## src/rtl/mtct_pkg.sv

```systemverilog
// Package for the markup tag closure tracker.
// Holds the tag pattern tables, request and operation codes, and shared types.
// No dependencies.
package mtct_pkg;

    // Request codes on the input channel.
    localparam logic [1:0] REQ_TEXT  = 2'd0;
    localparam logic [1:0] REQ_LINE  = 2'd1;
    localparam logic [1:0] REQ_FLUSH = 2'd2;

    // Tag pattern table.
    localparam int NUM_PATTERNS    = 11;
    localparam int MAX_PATTERN_LEN = 12;

    localparam logic [7:0] PAT_CHAR [NUM_PATTERNS][MAX_PATTERN_LEN] = '{
        '{"<", "i", ">", 8'h00, 8'h00, 8'h00, 8'h00, 8'h00, 8'h00, 8'h00, 8'h00, 8'h00},
        '{"<", "/", "i", ">", 8'h00, 8'h00, 8'h00, 8'h00, 8'h00, 8'h00, 8'h00, 8'h00},
        '{"<", "b", ">", 8'h00, 8'h00, 8'h00, 8'h00, 8'h00, 8'h00, 8'h00, 8'h00, 8'h00},
        '{"<", "/", "b", ">", 8'h00, 8'h00, 8'h00, 8'h00, 8'h00, 8'h00, 8'h00, 8'h00},
        '{"<", "u", ">", 8'h00, 8'h00, 8'h00, 8'h00, 8'h00, 8'h00, 8'h00, 8'h00, 8'h00},
        '{"<", "/", "u", ">", 8'h00, 8'h00, 8'h00, 8'h00, 8'h00, 8'h00, 8'h00, 8'h00},
        '{"<", "s", ">", 8'h00, 8'h00, 8'h00, 8'h00, 8'h00, 8'h00, 8'h00, 8'h00, 8'h00},
        '{"<", "/", "s", ">", 8'h00, 8'h00, 8'h00, 8'h00, 8'h00, 8'h00, 8'h00, 8'h00},
        '{"<", "f", "o", "n", "t", " ", "c", "o", "l", "o", "r", "="},
        '{"<", "f", "o", "n", "t", " ", "s", "i", "z", "e", "=", 8'h00},
        '{"<", "/", "f", "o", "n", "t", ">", 8'h00, 8'h00, 8'h00, 8'h00, 8'h00}
    };

    localparam logic [3:0] PAT_LEN [NUM_PATTERNS] = '{
        4'd3, 4'd4, 4'd3, 4'd4, 4'd3, 4'd4, 4'd3, 4'd4, 4'd12, 4'd11, 4'd7
    };

    localparam logic [2:0] PAT_KIND [NUM_PATTERNS] = '{
        3'd0, 3'd0, 3'd1, 3'd1, 3'd2, 3'd2, 3'd3, 3'd3, 3'd4, 3'd4, 3'd4
    };

    localparam logic PAT_OPEN [NUM_PATTERNS] = '{
        1'b1, 1'b0, 1'b1, 1'b0, 1'b1, 1'b0, 1'b1, 1'b0, 1'b1, 1'b1, 1'b0
    };

    // Operation queue between front and back.
    localparam int QUEUE_DEPTH = 4;
    localparam int QUEUE_AW    = 2;

    typedef enum logic [1:0] {
        OP_PUSH,
        OP_POP,
        OP_FLUSH
    } t_op_code;

    typedef struct packed {
        t_op_code   code;
        logic [2:0] kind;
    } t_op;

    // One result item.
    typedef struct packed {
        logic [2:0] closure_tag;
        logic       none_open;
        logic       overflowed;
        logic       last;
    } t_result;

    // Back-end sequencer states.
    typedef enum logic [2:0] {
        BK_IDLE,
        BK_SCAN,
        BK_SHIFT,
        BK_FLUSH_OUT,
        BK_FLUSH_NONE
    } t_back_state;

endpackage

```

## src/rtl/mtct_front.sv

```systemverilog
// Front end of the markup tag closure tracker: accepts requests and matches tags.
// Emits push, pop and flush operations. Depends on mtct_pkg.
module mtct_front (
    input  logic          i_clk,
    input  logic          i_rst_n,
    input  logic          i_valid,
    output logic          o_stall,
    input  logic [1:0]    i_req_type,
    input  logic [7:0]    i_char_byte,
    input  logic          i_queue_full,
    output logic          o_op_valid,
    output mtct_pkg::t_op o_op
);

    logic [3:0]                          r_off;
    logic [3:0]                          n_off;
    logic [mtct_pkg::NUM_PATTERNS-1:0]   r_alive;
    logic [mtct_pkg::NUM_PATTERNS-1:0]   n_alive;
    logic [mtct_pkg::NUM_PATTERNS-1:0]   keep;
    logic [7:0]                          lc;
    logic [3:0]                          off_inc;
    logic                                hit;
    logic [2:0]                          hit_kind;
    logic                                hit_open;
    logic                                accept;

    assign o_stall = i_queue_full;
    assign accept  = i_valid && !i_queue_full;
    assign off_inc = r_off + 4'd1;

    // Fold upper-case letters to lower case.
    always_comb begin
        lc = i_char_byte;
        if (i_char_byte >= "A" && i_char_byte <= "Z") begin
            lc = i_char_byte + 8'd32;
        end
    end

    // Patterns that still match after this byte, and the first one completed.
    always_comb begin
        keep     = '0;
        hit      = 1'b0;
        hit_kind = 3'd0;
        hit_open = 1'b0;
        for (int p = 0; p < mtct_pkg::NUM_PATTERNS; p++) begin
            keep[p] = r_alive[p] && (r_off < mtct_pkg::PAT_LEN[p]) &&
                      (mtct_pkg::PAT_CHAR[p][r_off] == lc);
        end
        for (int p = mtct_pkg::NUM_PATTERNS - 1; p >= 0; p--) begin
            if (keep[p] && (mtct_pkg::PAT_LEN[p] == off_inc)) begin
                hit      = 1'b1;
                hit_kind = mtct_pkg::PAT_KIND[p];
                hit_open = mtct_pkg::PAT_OPEN[p];
            end
        end
    end

    // Matcher update and operation selection.
    always_comb begin
        n_off      = r_off;
        n_alive    = r_alive;
        o_op_valid = 1'b0;
        o_op.code  = mtct_pkg::OP_FLUSH;
        o_op.kind  = 3'd0;
        unique case (i_req_type)
            mtct_pkg::REQ_TEXT: begin
                if (lc == "<") begin
                    n_off   = 4'd1;
                    n_alive = '1;
                end else if (r_off == 4'd0 ||
                             r_off >= 4'(mtct_pkg::MAX_PATTERN_LEN)) begin
                    n_off   = '0;
                    n_alive = '0;
                end else if (keep == '0) begin
                    n_off   = '0;
                    n_alive = '0;
                end else if (hit) begin
                    n_off      = '0;
                    n_alive    = '0;
                    o_op_valid = 1'b1;
                    o_op.code  = hit_open ? mtct_pkg::OP_PUSH : mtct_pkg::OP_POP;
                    o_op.kind  = hit_kind;
                end else begin
                    n_off   = off_inc;
                    n_alive = keep;
                end
            end
            mtct_pkg::REQ_LINE: begin
                n_off   = '0;
                n_alive = '0;
            end
            mtct_pkg::REQ_FLUSH: begin
                n_off      = '0;
                n_alive    = '0;
                o_op_valid = 1'b1;
            end
            default: begin
            end
        endcase
    end

    // Matcher registers advance on each accepted transfer.
    always_ff @(posedge i_clk) begin
        if (!i_rst_n) begin
            r_off   <= '0;
            r_alive <= '0;
        end else if (accept) begin
            r_off   <= n_off;
            r_alive <= n_alive;
        end
    end

endmodule

```

## src/rtl/mtct_fifo.sv

```systemverilog
// Short operation queue between the front and back of the tag tracker.
// Show-ahead read of the head entry. Depends on mtct_pkg.
module mtct_fifo (
    input  logic          i_clk,
    input  logic          i_rst_n,
    input  logic          i_wr_en,
    input  mtct_pkg::t_op i_wr_data,
    input  logic          i_rd_en,
    output mtct_pkg::t_op o_rd_data,
    output logic          o_full,
    output logic          o_empty
);

    localparam int CNTW = mtct_pkg::QUEUE_AW + 1;

    mtct_pkg::t_op                 r_mem [mtct_pkg::QUEUE_DEPTH];
    logic [mtct_pkg::QUEUE_AW-1:0] r_wr_ptr;
    logic [mtct_pkg::QUEUE_AW-1:0] r_rd_ptr;
    logic [CNTW-1:0]               r_count;
    logic                          do_wr;
    logic                          do_rd;

    assign o_full    = (r_count == CNTW'(mtct_pkg::QUEUE_DEPTH));
    assign o_empty   = (r_count == '0);
    assign do_wr     = i_wr_en && !o_full;
    assign do_rd     = i_rd_en && !o_empty;
    assign o_rd_data = r_mem[r_rd_ptr];

    // Pointers and fill count.
    always_ff @(posedge i_clk) begin
        if (!i_rst_n) begin
            r_wr_ptr <= '0;
            r_rd_ptr <= '0;
            r_count  <= '0;
        end else begin
            if (do_wr) begin
                r_wr_ptr <= r_wr_ptr + 1'b1;
            end
            if (do_rd) begin
                r_rd_ptr <= r_rd_ptr + 1'b1;
            end
            if (do_wr && !do_rd) begin
                r_count <= r_count + 1'b1;
            end else if (do_rd && !do_wr) begin
                r_count <= r_count - 1'b1;
            end
        end
    end

    // Entry storage.
    always_ff @(posedge i_clk) begin
        if (do_wr) begin
            r_mem[r_wr_ptr] <= i_wr_data;
        end
    end

endmodule

```

## src/rtl/mtct_back.sv

```systemverilog
// Back end of the tag tracker: open-tag stack memory and flush sequencer.
// Drives the registered result channel. Depends on mtct_pkg.
module mtct_back #(
    parameter int STACK_DEPTH = 16
) (
    input  logic              i_clk,
    input  logic              i_rst_n,
    input  logic              i_cfg_wr_en,
    input  logic              i_cfg_wr_data,
    input  mtct_pkg::t_op     i_op,
    input  logic              i_op_empty,
    output logic              o_op_rd,
    output logic              o_valid,
    input  logic              i_stall,
    output mtct_pkg::t_result o_result,
    output logic [$clog2(STACK_DEPTH+1)-1:0] o_count
);

    localparam int CW = $clog2(STACK_DEPTH + 1);
    localparam int IW = (STACK_DEPTH > 1) ? $clog2(STACK_DEPTH) : 1;

    logic [2:0]            r_mem [STACK_DEPTH];
    logic [2:0]            r_rd_data;
    mtct_pkg::t_back_state r_state;
    mtct_pkg::t_back_state n_state;
    logic [CW-1:0]         r_count;
    logic [CW-1:0]         n_count;
    logic [CW-1:0]         r_idx;
    logic [CW-1:0]         n_idx;
    logic [2:0]            r_kind;
    logic [2:0]            n_kind;
    logic                  r_ovf;
    logic                  n_ovf;
    logic                  r_enable;
    logic                  r_out_valid;
    mtct_pkg::t_result     r_out;
    logic                  out_free;
    logic                  out_load;
    mtct_pkg::t_result     out_data;
    logic                  wr_en;
    logic [IW-1:0]         wr_addr;
    logic [2:0]            wr_data;
    logic [CW-1:0]         idx_dec;

    assign out_free = !r_out_valid || !i_stall;
    assign o_valid  = r_out_valid;
    assign o_result = r_out;
    assign o_count  = r_count;
    assign idx_dec  = r_idx - 1'b1;

    // Sequencer: stack updates, tag search with shift-down, flush emission.
    always_comb begin
        n_state  = r_state;
        n_count  = r_count;
        n_idx    = r_idx;
        n_kind   = r_kind;
        n_ovf    = r_ovf;
        o_op_rd  = 1'b0;
        out_load = 1'b0;
        out_data = '0;
        wr_en    = 1'b0;
        wr_addr  = r_count[IW-1:0];
        wr_data  = i_op.kind;
        unique case (r_state)
            mtct_pkg::BK_IDLE: begin
                if (!i_op_empty) begin
                    o_op_rd = 1'b1;
                    n_kind  = i_op.kind;
                    unique case (i_op.code)
                        mtct_pkg::OP_PUSH: begin
                            if (r_count >= CW'(STACK_DEPTH)) begin
                                n_ovf = 1'b1;
                            end else begin
                                wr_en   = 1'b1;
                                n_count = r_count + 1'b1;
                            end
                        end
                        mtct_pkg::OP_POP: begin
                            if (r_count != '0) begin
                                n_idx   = r_count - 1'b1;
                                n_state = mtct_pkg::BK_SCAN;
                            end
                        end
                        mtct_pkg::OP_FLUSH: begin
                            if (r_enable && r_count != '0) begin
                                n_idx   = r_count - 1'b1;
                                n_state = mtct_pkg::BK_FLUSH_OUT;
                            end else begin
                                n_state = mtct_pkg::BK_FLUSH_NONE;
                            end
                        end
                        default: begin
                        end
                    endcase
                end
            end
            mtct_pkg::BK_SCAN: begin
                // The read data holds the entry at the scan index.
                if (r_rd_data == r_kind) begin
                    n_idx   = r_idx + 1'b1;
                    n_state = mtct_pkg::BK_SHIFT;
                end else if (r_idx == '0) begin
                    n_state = mtct_pkg::BK_IDLE;
                end else begin
                    n_idx = idx_dec;
                end
            end
            mtct_pkg::BK_SHIFT: begin
                // The index points at the source entry; copy it one place down.
                if (r_idx < r_count) begin
                    wr_en   = 1'b1;
                    wr_addr = idx_dec[IW-1:0];
                    wr_data = r_rd_data;
                    n_idx   = r_idx + 1'b1;
                end else begin
                    n_count = r_count - 1'b1;
                    n_state = mtct_pkg::BK_IDLE;
                end
            end
            mtct_pkg::BK_FLUSH_OUT: begin
                if (out_free) begin
                    out_load             = 1'b1;
                    out_data.closure_tag = r_rd_data;
                    out_data.none_open   = 1'b0;
                    out_data.overflowed  = r_ovf;
                    out_data.last        = (r_idx == '0);
                    if (r_idx == '0) begin
                        n_count = '0;
                        n_ovf   = 1'b0;
                        n_state = mtct_pkg::BK_IDLE;
                    end else begin
                        n_idx = idx_dec;
                    end
                end
            end
            mtct_pkg::BK_FLUSH_NONE: begin
                if (out_free) begin
                    out_load             = 1'b1;
                    out_data.closure_tag = 3'd0;
                    out_data.none_open   = 1'b1;
                    out_data.overflowed  = r_ovf;
                    out_data.last        = 1'b1;
                    n_count              = '0;
                    n_ovf                = 1'b0;
                    n_state              = mtct_pkg::BK_IDLE;
                end
            end
            default: begin
                n_state = mtct_pkg::BK_IDLE;
            end
        endcase
    end

    // Control registers.
    always_ff @(posedge i_clk) begin
        if (!i_rst_n) begin
            r_state     <= mtct_pkg::BK_IDLE;
            r_count     <= '0;
            r_idx       <= '0;
            r_ovf       <= 1'b0;
            r_enable    <= 1'b1;
            r_out_valid <= 1'b0;
        end else begin
            r_state <= n_state;
            r_count <= n_count;
            r_idx   <= n_idx;
            r_ovf   <= n_ovf;
            if (i_cfg_wr_en) begin
                r_enable <= i_cfg_wr_data;
            end
            if (out_load) begin
                r_out_valid <= 1'b1;
            end else if (!i_stall) begin
                r_out_valid <= 1'b0;
            end
        end
    end

    // Payload registers.
    always_ff @(posedge i_clk) begin
        r_kind <= n_kind;
        if (out_load) begin
            r_out <= out_data;
        end
    end

    // Stack memory: one write port, one registered read port at the next index.
    always_ff @(posedge i_clk) begin
        if (wr_en) begin
            r_mem[wr_addr] <= wr_data;
        end
        r_rd_data <= r_mem[n_idx[IW-1:0]];
    end

endmodule

```

## src/rtl/markup_tag_closure_tracker.sv

```systemverilog
// Top level of the markup tag closure tracker.
// Instantiates mtct_front, mtct_fifo and mtct_back; depends on mtct_pkg.
//
// Usage:
// The input channel (i_valid, o_stall) carries one request per transfer:
// a text byte, an end of line, or an end of subtitle (flush). A byte is
// matched against the tag patterns in the cycle of its transfer, so the
// front takes one request per cycle while the operation queue has room.
// Completed tags and flushes pass through a four-entry queue to the back,
// which keeps the open-tag stack in a memory.
// A closing tag scans the stack from the top, one entry per cycle, then
// copies the newer entries down one per cycle; this scan and copy over
// the stack memory set the worst-case rate.
// A flush gives one result per cycle while the receiver does not stall;
// the last result carries o_last.
// Results leave through an output register (o_valid, i_stall). While the
// receiver stalls, the result holds and the back waits to emit the next one;
// the front keeps accepting until the queue fills. Synchronous reset
// empties the stack and queue, clears the matcher and sets closure enable
// to one.
module markup_tag_closure_tracker #(
    parameter int STACK_DEPTH = 16
) (
    input  logic       i_clk,
    input  logic       i_rst_n,
    input  logic       i_cfg_wr_en,
    input  logic       i_cfg_wr_data,
    input  logic       i_valid,
    output logic       o_stall,
    input  logic [1:0] i_req_type,
    input  logic [7:0] i_char_byte,
    output logic       o_valid,
    input  logic       i_stall,
    output logic [2:0] o_closure_tag,
    output logic       o_none_open,
    output logic       o_overflowed,
    output logic       o_last
);

    localparam int CW = $clog2(STACK_DEPTH + 1);

    logic              op_valid;
    mtct_pkg::t_op     op;
    mtct_pkg::t_op     head_op;
    logic              queue_full;
    logic              queue_empty;
    logic              queue_rd;
    mtct_pkg::t_result result;
    logic [CW-1:0]     count;

    // Request acceptance and tag matching.
    mtct_front u_front (
        .i_clk        (i_clk),
        .i_rst_n      (i_rst_n),
        .i_valid      (i_valid),
        .o_stall      (o_stall),
        .i_req_type   (i_req_type),
        .i_char_byte  (i_char_byte),
        .i_queue_full (queue_full),
        .o_op_valid   (op_valid),
        .o_op         (op)
    );

    // Operation queue.
    mtct_fifo u_fifo (
        .i_clk     (i_clk),
        .i_rst_n   (i_rst_n),
        .i_wr_en   (i_valid && !queue_full && op_valid),
        .i_wr_data (op),
        .i_rd_en   (queue_rd),
        .o_rd_data (head_op),
        .o_full    (queue_full),
        .o_empty   (queue_empty)
    );

    // Stack and flush sequencer.
    mtct_back #(
        .STACK_DEPTH (STACK_DEPTH)
    ) u_back (
        .i_clk         (i_clk),
        .i_rst_n       (i_rst_n),
        .i_cfg_wr_en   (i_cfg_wr_en),
        .i_cfg_wr_data (i_cfg_wr_data),
        .i_op          (head_op),
        .i_op_empty    (queue_empty),
        .o_op_rd       (queue_rd),
        .o_valid       (o_valid),
        .i_stall       (i_stall),
        .o_result      (result),
        .o_count       (count)
    );

    assign o_closure_tag = result.closure_tag;
    assign o_none_open   = result.none_open;
    assign o_overflowed  = result.overflowed;
    assign o_last        = result.last;

    // The stack fill never exceeds its depth.
    assert property (@(posedge i_clk) disable iff (!i_rst_n)
        count <= CW'(STACK_DEPTH))
        else $error("stack fill count exceeds depth");

    // A nothing-to-close result is always the last of its flush with tag zero.
    assert property (@(posedge i_clk) disable iff (!i_rst_n)
        (o_valid && o_none_open) |-> (o_last && o_closure_tag == 3'd0))
        else $error("none-open result malformed");

    // A reported closure names a real tag type.
    assert property (@(posedge i_clk) disable iff (!i_rst_n)
        (o_valid && !o_none_open) |-> (o_closure_tag <= 3'd4))
        else $error("closure tag out of range");

    // A stalled result stays valid and unchanged.
    assert property (@(posedge i_clk) disable iff (!i_rst_n)
        (o_valid && i_stall) |=> (o_valid && $stable(result)))
        else $error("stalled result changed");

endmodule

```

## config.mk

```make
export PLATFORM = sky130hd
export DESIGN_NAME = markup_tag_closure_tracker
export DESIGN_NICKNAME = d
export VERILOG_FILES = /design/src/rtl/mtct_pkg.sv /design/src/rtl/mtct_front.sv /design/src/rtl/mtct_fifo.sv /design/src/rtl/mtct_back.sv /design/src/rtl/markup_tag_closure_tracker.sv
export SDC_FILE = /design/constraint.sdc
export NUM_CORES = 1
export LEC_CHECK = 0
export BUFFER_PORTS_ARGS = -buffer_cell sky130_fd_sc_hd__buf_2
export CAP_MARGIN = 40
export CORE_AREA = 4 4 117 119
export CTS_CLUSTER_DIAMETER = 80
export DETAILED_ROUTE_END_ITERATION = 7
export DIE_AREA = 0 0 121 123
export GPL_TIMING_DRIVEN = 1
export PLACE_DENSITY_LB_ADDON = 0.3
export SETUP_SLACK_MARGIN = 0.1
export SYNTH_ARGS = -nofsm -noshare
export SYNTH_HDL_FRONTEND = slang
export SYNTH_SLANG_ARGS = --single-unit
```

## constraint.sdc

```tcl
create_clock -name i_clk -period 14.41 [get_ports i_clk]
set_clock_uncertainty 0.15 [all_clocks]
set_input_delay 4.323 -clock i_clk [delete_from_list [all_inputs] [get_ports i_clk]]
set_output_delay 4.323 -clock i_clk [all_outputs]
set_load 0.03 [all_outputs]
```

Word level (Yosys, flattened, before mapping)
Memories as Yosys holds them, arrays and structs flattened. A register that Yosys moved wholly into a read port is not among the register bits.
Index checks and enable logic that the tools add are counted.

storage, ports and cells
  memory bits (writable) = 68
  logic and storage cells = 299
  ROM bits = 1408
  input bits = 16
  register bits = 47
  memories = 13
  output and inout bits = 8

cells by class
  equality and inequality tests = 40
  add/subtract/negate cells = 10
  mux-type cells = 136
  bitwise logic cells = 2
  reductions and logical operators = 70
  $lt $le $gt $ge = 11

memory list
  memory           words  width  read ports  clocked after Yosys merged registers in  write ports  RTL line          source
  (no name shown)  16     8      1           0                                        0            mtct_front.sv:47  (mtct_pkg::PAT_CHAR[p][r_off] == lc);
  (no name shown)  16     8      1           0                                        0            mtct_front.sv:47
  (no name shown)  16     8      1           0                                        0            mtct_front.sv:47
  (no name shown)  16     8      1           0                                        0            mtct_front.sv:47
  (no name shown)  16     8      1           0                                        0            mtct_front.sv:47
  (no name shown)  16     8      1           0                                        0            mtct_front.sv:47
  +7 memories      n/a    n/a    n/a         n/a                                      n/a          n/a

operators by type and width
  operator               count
  $mux W8                23
  $mux W5                19
  $eq A8 B8 Y1           11
  $mux W3                24
  $mux W1                46
  $mux W11               4
  $logic_and A1 B1 Y1    41
  $pmux W5 S4            2
  $mux W4                6
  $pmux W11 S2           1
  $pmux W3 S5            1
  $reduce_and A7 Y1      2
  $ne A2 B1 Y1 const B   6
  $pmux W6 S2            1
  $logic_not A11 Y1      1
  $add A5 B1 Y5 const B  2
  $ge A5 B5 Y1 const B   2
  $pmux W5 S2            1
  $sub A5 B1 Y5 const B  2
  $add A8 B6 Y8 const B  1
  $eq A3 B4 Y1 const A   2
  $eq A4 B4 Y1 const A   2
  $eq A8 B6 Y1 const B   1
  $ge A8 B7 Y1 const B   1
  42 further kinds       67

Longest topological paths before layout
Gate-level depths: netlist (run 1).

  word-level depth = 29
  depth in mapped cells = 18

Modules after synthesis
A second synthesis (run 1) with hierarchy kept.

second synthesis, totals
  cells, all modules = 805
  area total of the unflattened synthesis = 8052.7 sq um

by module, submodules not included
  module                      area each (sq um)  seq. area each (sq um)  times used  cells an instance
  mtct_back                   4136.5             2092.0                  1           382
  mtct_front                  2700.1             300.3                   1           348
  mtct_fifo                   1207.4             780.7                   1           74
  markup_tag_closure_tracker  8.8                0.0                     1           1

Least setup slack after synthesis (run 1)
Ideal clock, no wire load.

  path type = input-to-reg
  start = input port i_char_byte[1]
  end = register u_fifo.r_count[2]
  buffers on the path = 1
  data required time = 14.189 ns
  setup slack = 6.326 ns
  arrival time = 7.864 ns
  stages on the path = 15
  cells stage by stage = buf_2 or4_4 a21o_4 a2111oi_4 a311oi_1 or4b_1 o22a_1 a21oi_2 o21a_4 ha_1 inv_1 fa_1 xor2_1 or3_1 a21oi_1

on the way
  word-level cells in the longest chain between the ends = 27
  elaborated cells on any way between the ends = 63
  those cells by class = add/sub (1); order compare (2); eq/ne (12); mux (18); reduce/logical (30)

ends and longest elaborated chain
  what                                          RTL line                          source
  start, declared                               markup_tag_closure_tracker.sv:31  input logic [7:0] i_char_byte,
  $ge A8 B7 Y1 or $le A8 B7 Y1 (tied branches)  mtct_front.sv:34                  if (i_char_byte >= "A" && i_char_byte <= "Z") begin
  $logic_and A1 B1 Y1                           mtct_front.sv:34
  $mux W8 *                                     mtct_front.sv:34
  $eq A8 B8 Y1                                  mtct_front.sv:47
  $logic_and A1 B1 Y1                           mtct_front.sv:46                  keep[p] = r_alive[p] && (r_off < mtct_pkg::PAT_LEN[p]) &&
  $logic_and A1 B1 Y1                           mtct_front.sv:50                  if (keep[p] && (mtct_pkg::PAT_LEN[p] == off_inc)) begin
  $mux W1 (11 in a row)                         mtct_front.sv:50
  $mux W1                                       mtct_front.sv:77                  end else if (hit) begin
  [2 not listed]                                n/a
  $mux W1 *                                     mtct_front.sv:67                  if (lc == "<") begin
  $pmux W1 S2 *                                 mtct_front.sv:65                  unique case (i_req_type)
  $logic_and A1 B1 Y1 *                         markup_tag_closure_tracker.sv:68  .i_wr_en (i_valid && !queue_full && op_valid),
  $logic_and A1 B1 Y1 *                         mtct_fifo.sv:25                   assign do_wr = i_wr_en && !o_full;
  via u_fifo.do_wr                              mtct_fifo.sv:20                   logic do_wr;
  $logic_not A1 Y1                              mtct_fifo.sv:44                   end else if (do_rd && !do_wr) begin
  $logic_and A1 B1 Y1                           mtct_fifo.sv:44
  $reduce_bool A2 Y1 (no line)                  n/a
  end signal, assigned                          mtct_fifo.sv:43                   r_count <= r_count + 1'b1;
  end signal, assigned                          mtct_fifo.sv:45                   r_count <= r_count - 1'b1;
  end, declared                                 mtct_fifo.sv:19                   logic [CNTW-1:0] r_count;

The timed path passes the listed nets; every way through them passes the cells marked *.
A chain may end at the register's enable or synchronous reset.

Worst setup path in the final report (run 1)
  start = input port i_char_byte[0]
  end = register u_fifo.r_count[2]

The elaborated chain is that of the path after synthesis.

==> results of run 1 <==
[final cells by class]
type / instances / share of cell area
flip-flops and latches: 120 / 0.380
clock inverters: 8 / 0.0123
well taps: 172 / 0.0258
inverters: 32 / 0.0144
clock buffers: 24 / 0.0642
repair buffers: 29 / 0.0191
multi-input cells: 623 / 0.484
[report_power, final]
group / internal [W] / total [W] / switching, W
clock: 0.000295 / 0.000444 / 0.000149
combinational: 0.000142 / 0.000406 / 0.000264
sequential: 0.000418 / 0.000458 / 0.0000398
[logic make-up after synthesis]
logic type	Yosys count
buf+inv	80
flops	120
xor+xnor	44
compound gates	185
simple gates	348
mux	14
fa+ha+maj	32
[critical path, cell delays in order]
cell       delay, ns
buf_2           0.21
or4_4           0.58
a21o_4          0.25
a2111oi_4       0.28
a311oi_1        0.09
or4b_1          0.58
o22a_1          0.24
a21oi_2         0.25
o21a_4          0.20
ha_1            0.21
inv_1           0.07
fa_1            0.39
xor2_1          0.18
or3_1           0.31
a21oi_1         0.14
[synth_stat cells (5+ instances only)]
master,number
a211oi_1,12
a21oi_1,56
a221o_1,7
a221oi_1,5
a31oi_1,10
a32oi_1,7
and2_1,22
and3_1,8
buf_1,6
clkbuf_1,38
dfxtp_1,43
edfxtp_1,77
ha_1,31
inv_1,32
mux2i_1,9
mux4_2,5
nand2_1,97
nand2b_1,11
nand3_1,33
nand3b_1,5
nand4_1,11
nor2_1,59
nor2b_1,20
nor3_1,32
nor3b_1,7
nor4_1,7
nor4b_1,6
o211ai_1,6
o21ai_0,31
o22ai_1,6
or2_2,5
or3_1,7
xnor2_1,27
xor2_1,17
[cells in the final DEF, fill, tap and decap left out, drive strengths merged, types with 4 or more instances in the layout]
cell,n
nand2,97
a21oi,57
nor4,7
nand3,33
o211ai,6
or4,5
a221o,7
or2,6
o31ai,4
nor4b,6
a32oi,7
nand3b,5
dfxtp,43
a22o,4
inv,34
nand2b,11
xnor2,27
o21ai,34
o22ai,6
a221oi,6
a31oi,10
nand4,11
a211oi,14
nor3b,7
edfxtp,77
and2,24
and3,8
clkbuf,24
nor3,32
mux2i,9
or3,7
mux4,5
ha,31
nor2,61
o21a,4
nor2b,20
buf,29
xor2,17
a22oi,4
[per-stage QoR]
stage	setup WS (ns)	hold WS [ns]	area, um^2	total power [W]	util
floorplan	6.33	0.278	7520	0.000753	-
CTS	6.30	0.325	8340	0.00131	0.663
global route	6.09	0.357	8340	0.00138	0.664
detailed placement	5.92	0.309	7700	0.000857	0.612
finish	6.28	0.333	8340	0.00131	0.664
global placement	6.01	0.303	7670	0.000840	0.611
[sequential cells by signal (all words and copies together) (netlist names), named ones only]
signal            flops
u_back.r_rd_data      3
u_fifo.r_wr_ptr       2
u_back.o_result       6
u_back.r_enable       1
u_back.o_valid        1
u_back.r_mem         48
u_fifo.r_rd_ptr       2
u_back.o_count        5
u_fifo.r_count        3
u_back.r_state        3
u_front.r_alive      11
u_back.r_ovf          1
u_fifo.r_mem         20
u_back.r_idx          5
u_back.r_kind         3
u_front.r_off         4
[worst max path at each step]
stage / from / to / slack (ns) / depth (start not counted)
2_1_floorplan: i_char_byte[1] / u_fifo.r_count[2] / 6.33 / 15
3_3_place_gp: i_char_byte[0] / u_fifo.r_count[2] / 6.01 / 15
3_5_place_dp: i_char_byte[0] / u_fifo.r_count[2] / 5.92 / 15
6_report: i_char_byte[0] / u_fifo.r_count[2] / 6.28 / 15
5_1_grt: i_char_byte[0] / u_fifo.r_count[2] / 6.09 / 15
4_1_cts: i_char_byte[0] / u_fifo.r_count[2] / 6.30 / 15
[layer usage]
metal,up-vias,global-route usage,wire [um]
li1,3007,-,-
met1,3076,0.335,7970
met2,277,0.451,9280
met3,63,0.0508,1230
met4,0,0.109,670
met5,-,0,0
==> metrics.cfg, run 1 <==
[global_route]
grt_pass1_wl_um=31300
grt_max_degree=43
grt.overflow.total=0
grt_pass1_vias=6292
antenna_found_initial=0
grtUsageTotal=0.266

[floorplanning]
fp.dieH_um=123
dieArea_mm2=0.0149
die_x_um=121
ios=24
core_mm2=0.0126
start_util=0.598
num_rows=41

[worst_setup_path]
worstSetupPathType=in2reg
worstPathMaxFanout=17
start_kind=input port
r2r-start=u_front.r_off[0]
r2r-end=u_fifo.r_count[2]
arrival_ns=8.31
reg2reg_slack_ns=8.87
cp.required_ns=14.60
worst_setup_path_end_kind=flop
r2r_cells=16

[clock_tree]
cts_setup_buffers=0
cts_sinks=120
numCtsBuffers=17
postCtsResizedCells=0
clk_latency_ns=0.42
htreeDepth=4
clockBufferDepth=2
holdBufCountCts=0
root_buffer=clkbuf_16
clk_pin_slew_ns=0.06
tritoncts=built

[flow_run]
maxCapViolations=0

[drt]
wl_um=19200
drt_first_iter_violations=801
vias=6423
detail_route.vias_per_cell=6.37
drt-wirelength-per-cell_um=19.0
drtPass1Iterations=7
drc_errors=0
drt.antenna.violating_nets=0

[synthesis]
synthesis.area_mm2=0.00752
muxShareOfSynthArea=0.0270
async_flop_share=0
ys_ff_latch=120
synthDistinctLibCells=76
yosysWarnings=0
synth_top_family_by_area=simple AND/OR/NAND/NOR gates
syn_area_per_cell_um2=9.14
syn-num-nets=871
yosysTopAreaCellShare=0.307
synth_edf_count=77
synth_compound_area_frac=0.169
ys_seq_area_frac=0.422
synth_ff_type=edfxtp_1
yosys.area.top_type=edfxtp_1
netlist_instances=823
synth-simple-area-share=0.235
synth_xor_area_frac=0.0512
synthTopCellsByArea=edfxtp_1, dfxtp_1, ha_1
synthAdderAreaFrac=0.0542

[sta]
min_period_over_period=0.564
slew_violations=0
worst_pin_slew_ns=0.943
setup_viol=0
fmax_ghz=0.123
rsz0062_at_grt=no
final_hold_viol_count=0
setup_tns_ns=0
slew_headroom=0.371
fin_crit_ns=8.13

[placed_design]
dp.cells=975
io_buffers=23
post-dp-hpwl_um=13600
gp_congestion=0.939

[cells_and_area]
fillerInstances=1018
area_growth_pct=10.9
antennaDiodeCount=0
stdcell_count=1008
multiInputGateArea_mm2=0.00404
drive_above_1_share=0.0969
regArea_mm2=0.00317
nets=871

[run_status]
status=finished clean

[min_path]
min_path_type=reg2reg
min_to=u_front.r_alive[3]
min_from=u_front.r_alive[3]
hold_depth=2

[power_and_ir_drop]
p_leak_nw=2.99
vdd_ir_drop_max_mv=0.0732
powerDensity_mw_per_mm2=157

(Power assumes the default switching activity.)
==> inputs of run 2 (changes only) <==
--- a/config.mk
+++ b/config.mk
@@ -5,12 +5,13 @@
 export SDC_FILE = /design/constraint.sdc
 export NUM_CORES = 1
 export LEC_CHECK = 0
+export ABC_AREA = 1
 export BUFFER_PORTS_ARGS = -buffer_cell sky130_fd_sc_hd__buf_2
 export CAP_MARGIN = 40
-export CORE_AREA = 4 4 117 119
+export CORE_AREA = 4 4 120 122
 export CTS_CLUSTER_DIAMETER = 80
 export DETAILED_ROUTE_END_ITERATION = 7
-export DIE_AREA = 0 0 121 123
+export DIE_AREA = 0 0 124 126
 export GPL_TIMING_DRIVEN = 1
 export PLACE_DENSITY_LB_ADDON = 0.3
 export SETUP_SLACK_MARGIN = 0.1
==> constraint.sdc (replaced) <==
create_clock -name i_clk -period 7.8 [get_ports i_clk]
set_clock_uncertainty 0.15 [all_clocks]
set_input_delay 2.34 -clock i_clk [delete_from_list [all_inputs] [get_ports i_clk]]
set_output_delay 2.34 -clock i_clk [all_outputs]
set_load 0.03 [all_outputs]
==> metrics.cfg, run 2 <==
[run_status]
status=finished clean

[cells_and_area]
largest_register_ff_count=48
drive_above_1_share=0.136
stdcell_count=1202
nets=1061
multiInputGateArea_mm2=0.00397
area_growth_pct=9.72
mostFrequentLayoutCells=nand2_1, nor2_1, nand3_1
antennaDiodeCount=0
top_regs=u_back.r_mem (48), u_fifo.r_mem (20), u_front.r_alive (11)
regArea_mm2=0.00317
regMostFlops=u_back.r_mem
mostFrequentLayoutCell=nand2_1
fillerInstances=1098

[drt]
vias=6738
drtPass1Iterations=5
drt_first_iter_violations=812
drt-wirelength-per-cell_um=15.9
detail_route.vias_per_cell=5.61
drt.antenna.violating_nets=0
drc_errors=0
wl_um=19100

[clock_tree]
clk_latency_ns=0.41
tritoncts=built
numCtsBuffers=17
holdBufCountCts=0
clockBufferDepth=2
cts_setup_buffers=0
htreeDepth=4
cts_sinks=120
clk_pin_slew_ns=0.06
postCtsResizedCells=0
root_buffer=clkbuf_16

[power_and_ir_drop]
power_frac_seq=0.294
p_clk_frac=0.249
p_sw_frac=0.444
internal_power_w=0.00171
combPwrFrac=0.457
vdd_ir_drop_max_mv=0.251
powerDensity_mw_per_mm2=357
p_leak_nw=3.73
power.total_w=0.00307
p_sw_w=0.00136

[floorplanning]
fp.dieH_um=126
num_rows=42
die_x_um=124
core_mm2=0.0132
dieArea_mm2=0.0156
start_util=0.594
ios=24

[sta]
final_hold_viol_count=0
worst_pin_slew_ns=0.858
fmax_ghz=0.191
rsz0062_at_grt=no
setup_tns_ns=0
setup_viol=0
timing.final.ws_setup_ns=2.55
slew_headroom=0.422
min_period_over_period=0.673
slew_violations=0
fin_crit_ns=5.25

[synthesis]
synthTopCellsByArea=edfxtp_1, dfxtp_1, nand2_1
synthDistinctLibCells=51
synth_edf_count=77
ys_ff_latch=120
ys_seq_area_frac=0.405
yosysTopAreaCellShare=0.295
syn-num-nets=1043
netlist_instances=995
yosysMostFrequentCell=nand2_1
synth_ff_type=edfxtp_1
yosys.area.top_type=edfxtp_1
async_flop_share=0
syn_area_per_cell_um2=7.87
synthesis.area_mm2=0.00783
synthTopCellsByCount=nand2_1, nor2_1, nand3_1
yosysWarnings=0

[worst_setup_path]
cp.required_ns=7.99
worst_setup_path_end_kind=flop
start_kind=input port
arrival_ns=5.44
max_stage_delay_ns=0.39
worstSetupPathType=in2reg
worstPathMaxFanout=12
slowest_stage=fa_1
r2r-start=u_front.r_off[0]
crit_start=i_char_byte[3]

[placed_design]
io_buffers=23
dp.cells=1170
post-dp-hpwl_um=14200
post-place-ws_ns=2.24
gp_congestion=0.983

[flow_run]
maxCapViolations=0

[global_route]
grt_pass1_vias=6354
grt_pass1_wl_um=31000
grt.overflow.total=0
grt_max_degree=29
grtUsageTotal=0.252
antenna_found_initial=0

[min_path]
min_path_type=reg2reg
min_from=u_fifo.r_rd_ptr[1]

-- run 2: cell count changes after synthesis, sizes merged, moves of 12 or more --
cell    change
o21ai      +12
a21oi      -14
nand3b     +20
nor2b      -20
and2       -24
nand2     +135
clkbuf     -31
nor2       +64
inv        +99
nor3       -25
nand3      +88
xnor2      -20
-- run 2: worst paths after layout --
path         depth (start not counted)  slack, ns           endpoint
min reg2reg                          2       0.31               flop
max reg2reg                         24       3.33  u_fifo.r_count[2]
max                                 27       2.55  u_fifo.r_count[2]
min                                  2       0.31               flop
-- run 2: area by class of cell --
class | count | area share
multi-input cells | 714 | 0.462
clock buffers | 17 | 0.0495
inverters | 133 | 0.0581
flip-flops and latches | 120 | 0.369
well taps | 176 | 0.0256
clock inverters | 15 | 0.0182
repair buffers | 27 | 0.0169
-- run 2: logic make-up (layout without fill, tap and decap cells) --
family                     Yosys count  in the layout  share of synthesized area
and+or+nand+nor                    531            531                      0.326
buffers and inverters              161            192                     0.0876
AOI/OAI and AO/OA                  122            122                     0.0962
DFF                                120            120                      0.405
adders and majority gates           32             32                     0.0521
xor gates and xnor gates            29             29                     0.0324
-- run 2: power by group through the flow --
stage | clock network (W) | registers [W] | logic [W]
detailed placement | 0 | 0.000917 | 0.00137
floorplan | 0 | 0.000905 | 0.00104
global route | 0.000798 | 0.000915 | 0.00158
finish | 0.000762 | 0.000903 | 0.00140
CTS | 0.000767 | 0.000904 | 0.00139
global placement | 0 | 0.000915 | 0.00134
-- run 2: critical path, delay by kind of cell --
kind | cells | cell delay, ns
compound gates | 2 | 0.19
simple gates | 18 | 1.83
fa+ha+maj | 2 | 0.52
buf+inv | 5 | 0.56
-- run 2: routing by layer --
metal  up-vias  global-route usage  wire (um)
met2       272               0.401       8940
met1      3080               0.339       8360
met5         -                   0          0
met4         0              0.0921        464
li1       3340                   -          -
met3        46              0.0547       1360
-- run 2: stage by stage --
stage                util  hold slack, ns  cell area (um^2)
floorplan               -           0.286              7830
global placement    0.607           0.302              8000
detailed placement  0.607           0.306              8010
CTS                 0.651           0.311              8590
global route        0.651           0.345              8590
finish              0.651           0.309              8590
==> inputs of run 3 (changes only) <==
==> constraint.sdc (replaced) <==
create_clock -name i_clk -period 5.4 [get_ports i_clk]
set_clock_uncertainty 0.15 [all_clocks]
set_input_delay 1.62 -clock i_clk [delete_from_list [all_inputs] [get_ports i_clk]]
set_output_delay 1.62 -clock i_clk [all_outputs]
set_load 0.03 [all_outputs]
==> metrics.cfg, run 3 (synthesis gave the netlist of run 2 again) <==
[floorplanning]
start_util=0.594
fp.dieH_um=126
core_mm2=0.0132
dieArea_mm2=0.0156
num_rows=42
ios=24
die_x_um=124

[global_route]
grt_pass1_wl_um=31400
antenna_found_initial=0
grt.overflow.total=0
use_met1=0.351
grt_max_degree=29
busiest_layer=met2
met2_usage=0.407
use_met3=0.0493
grt_pass1_vias=6340
grtUsageTotal=0.257

[power_and_ir_drop]
power.total_w=0.00442
powerDensity_mw_per_mm2=515
vdd_ir_drop_max_mv=0.334
p_leak_nw=3.73

[clock_tree]
postCtsResizedCells=0
holdBufCountCts=0
htreeDepth=4
numCtsBuffers=17
root_buffer=clkbuf_16
cts_setup_buffers=0
cts_sinks=120
clk_latency_ns=0.41
tritoncts=built
clk_pin_slew_ns=0.05
clockBufferDepth=2

[drt]
vias=6813
drt_first_iter_violations=745
detail_route.vias_per_cell=5.67
wl_um=19300
drtPass1Iterations=5
drc_errors=0
drt.antenna.violating_nets=0
drt-wirelength-per-cell_um=16.0

[cells_and_area]
mostFrequentLayoutCells=nand2_1, nor2_1, nand3_1
nets=1061
drive_above_1_share=0.130
largest_register_ff_count=48
postLayoutCellArea_mm2=0.00858
mostFrequentLayoutCell=nand2_1
antennaDiodeCount=0
final_util=0.650
regMostFlops=u_back.r_mem
top_regs=u_back.r_mem (48), u_fifo.r_mem (20), u_front.r_alive (11)
area_growth_pct=9.56

[worst_setup_path]
reg2reg_slack_ns=0.98
worst_setup_path_end_kind=flop
arrival_ns=4.77
cp.required_ns=5.59
r2r-end=u_fifo.r_count[2]
worstSetupPathType=in2reg
start_kind=input port
worstPathMaxFanout=12
r2r_cells=23
r2r-start=u_front.r_off[0]

[sta]
final_hold_viol_count=0
setup_viol=0
fmax_ghz=0.219
fin_crit_ns=4.57
setup_tns_ns=0
worst_pin_slew_ns=0.866
slew_headroom=0.423
slew_violations=0
min_period_over_period=0.847
rsz0062_at_grt=no

[placed_design]
gp_congestion=0.986
postPlaceCellArea_mm2=0.00801
post-dp-hpwl_um=14200
io_buffers=23

[flow_run]
maxCapViolations=0

[min_path]
hold_depth=2
min_path_type=reg2reg
min_from=u_fifo.r_rd_ptr[1]

[run_status]
status=finished clean

==> run 3: cell types whose count changed in the layout (fill, tap and decap cells not counted) <==
cell | previous run | this run
inv_8 | 2 | 0
inv_6 | 8 | 0
clkinv_2 | 0 | 4
clkinv_4 | 3 | 0
clkinv_1 | 2 | 6
clkbuf_1 | 0 | 3
bufinv_16 | 1 | 3
==> run 3: worst max path at each step <==
stage / endpoint / cells past startpoint / startpoint / slack (ns)
2_1_floorplan: u_fifo.r_count[2] / 30 / i_char_byte[4] / 1.03
3_3_place_gp: u_fifo.r_count[2] / 26 / i_char_byte[2] / 0.62
4_1_cts: u_fifo.r_count[2] / 27 / i_char_byte[3] / 0.89
3_5_place_dp: u_fifo.r_count[2] / 26 / i_char_byte[5] / 0.51
5_1_grt: u_fifo.r_count[2] / 27 / i_char_byte[3] / 0.56
6_report: u_fifo.r_count[2] / 27 / i_char_byte[3] / 0.83
==> run 3: cell type report <==
cell class	count	area, um^2
Sequential cell	120	3170
Clock buffer	20	437
Multi-Input combinational cell	714	3970
Clock inverter	12	133
Inverter	133	499
Fill cell	1162	4610
Tap cell	176	220
Timing Repair Buffer	27	145
==> run 3: critical path: stages <==
cell,delay (ns)
buf_2,0.22
nand2_2,0.09
inv_1,0.06
nand2_1,0.04
nand2_1,0.06
nand2_2,0.09
nand2_2,0.11
nand2_4,0.07
nand2_1,0.09
nand3b_1,0.12
nor2_4,0.20
nand3_1,0.15
nand2_1,0.14
nor2_2,0.06
nand3_4,0.21
nand2_4,0.10
nand2_4,0.09
nand2_2,0.08
inv_1,0.06
ha_1,0.13
inv_1,0.07
fa_1,0.39
nor2_1,0.14
nor2_1,0.06
nand2_1,0.09
o21ai_0,0.08
a21oi_1,0.12
==> run 3: report_power, final <==
group | total [W] | switching (W) | internal, W
clock | 0.00109 | 0.000377 | 0.000713
sequential | 0.00131 | 0.000106 | 0.00121
combinational | 0.00202 | 0.00141 | 0.000611
==> run 3: metal layers <==
layer | part of all wire | vias to the layer above
li1 | - | 3341
met1 | 0.43 | 3159
met2 | 0.47 | 275
met3 | 0.069 | 38
met4 | 0.027 | 0
met5 | 0 | -
==> run 3: stage by stage <==
stage / std cells / hold WS [ns] / worst slack [ns]
after detailed placement: 1170 / 0.303 / 0.506
after global routing: 1202 / 0.333 / 0.564
after floorplan: 995 / 0.286 / 1.03
final: 1202 / 0.313 / 0.827
after CTS: 1202 / 0.312 / 0.892
after global placement: 1170 / 0.302 / 0.623
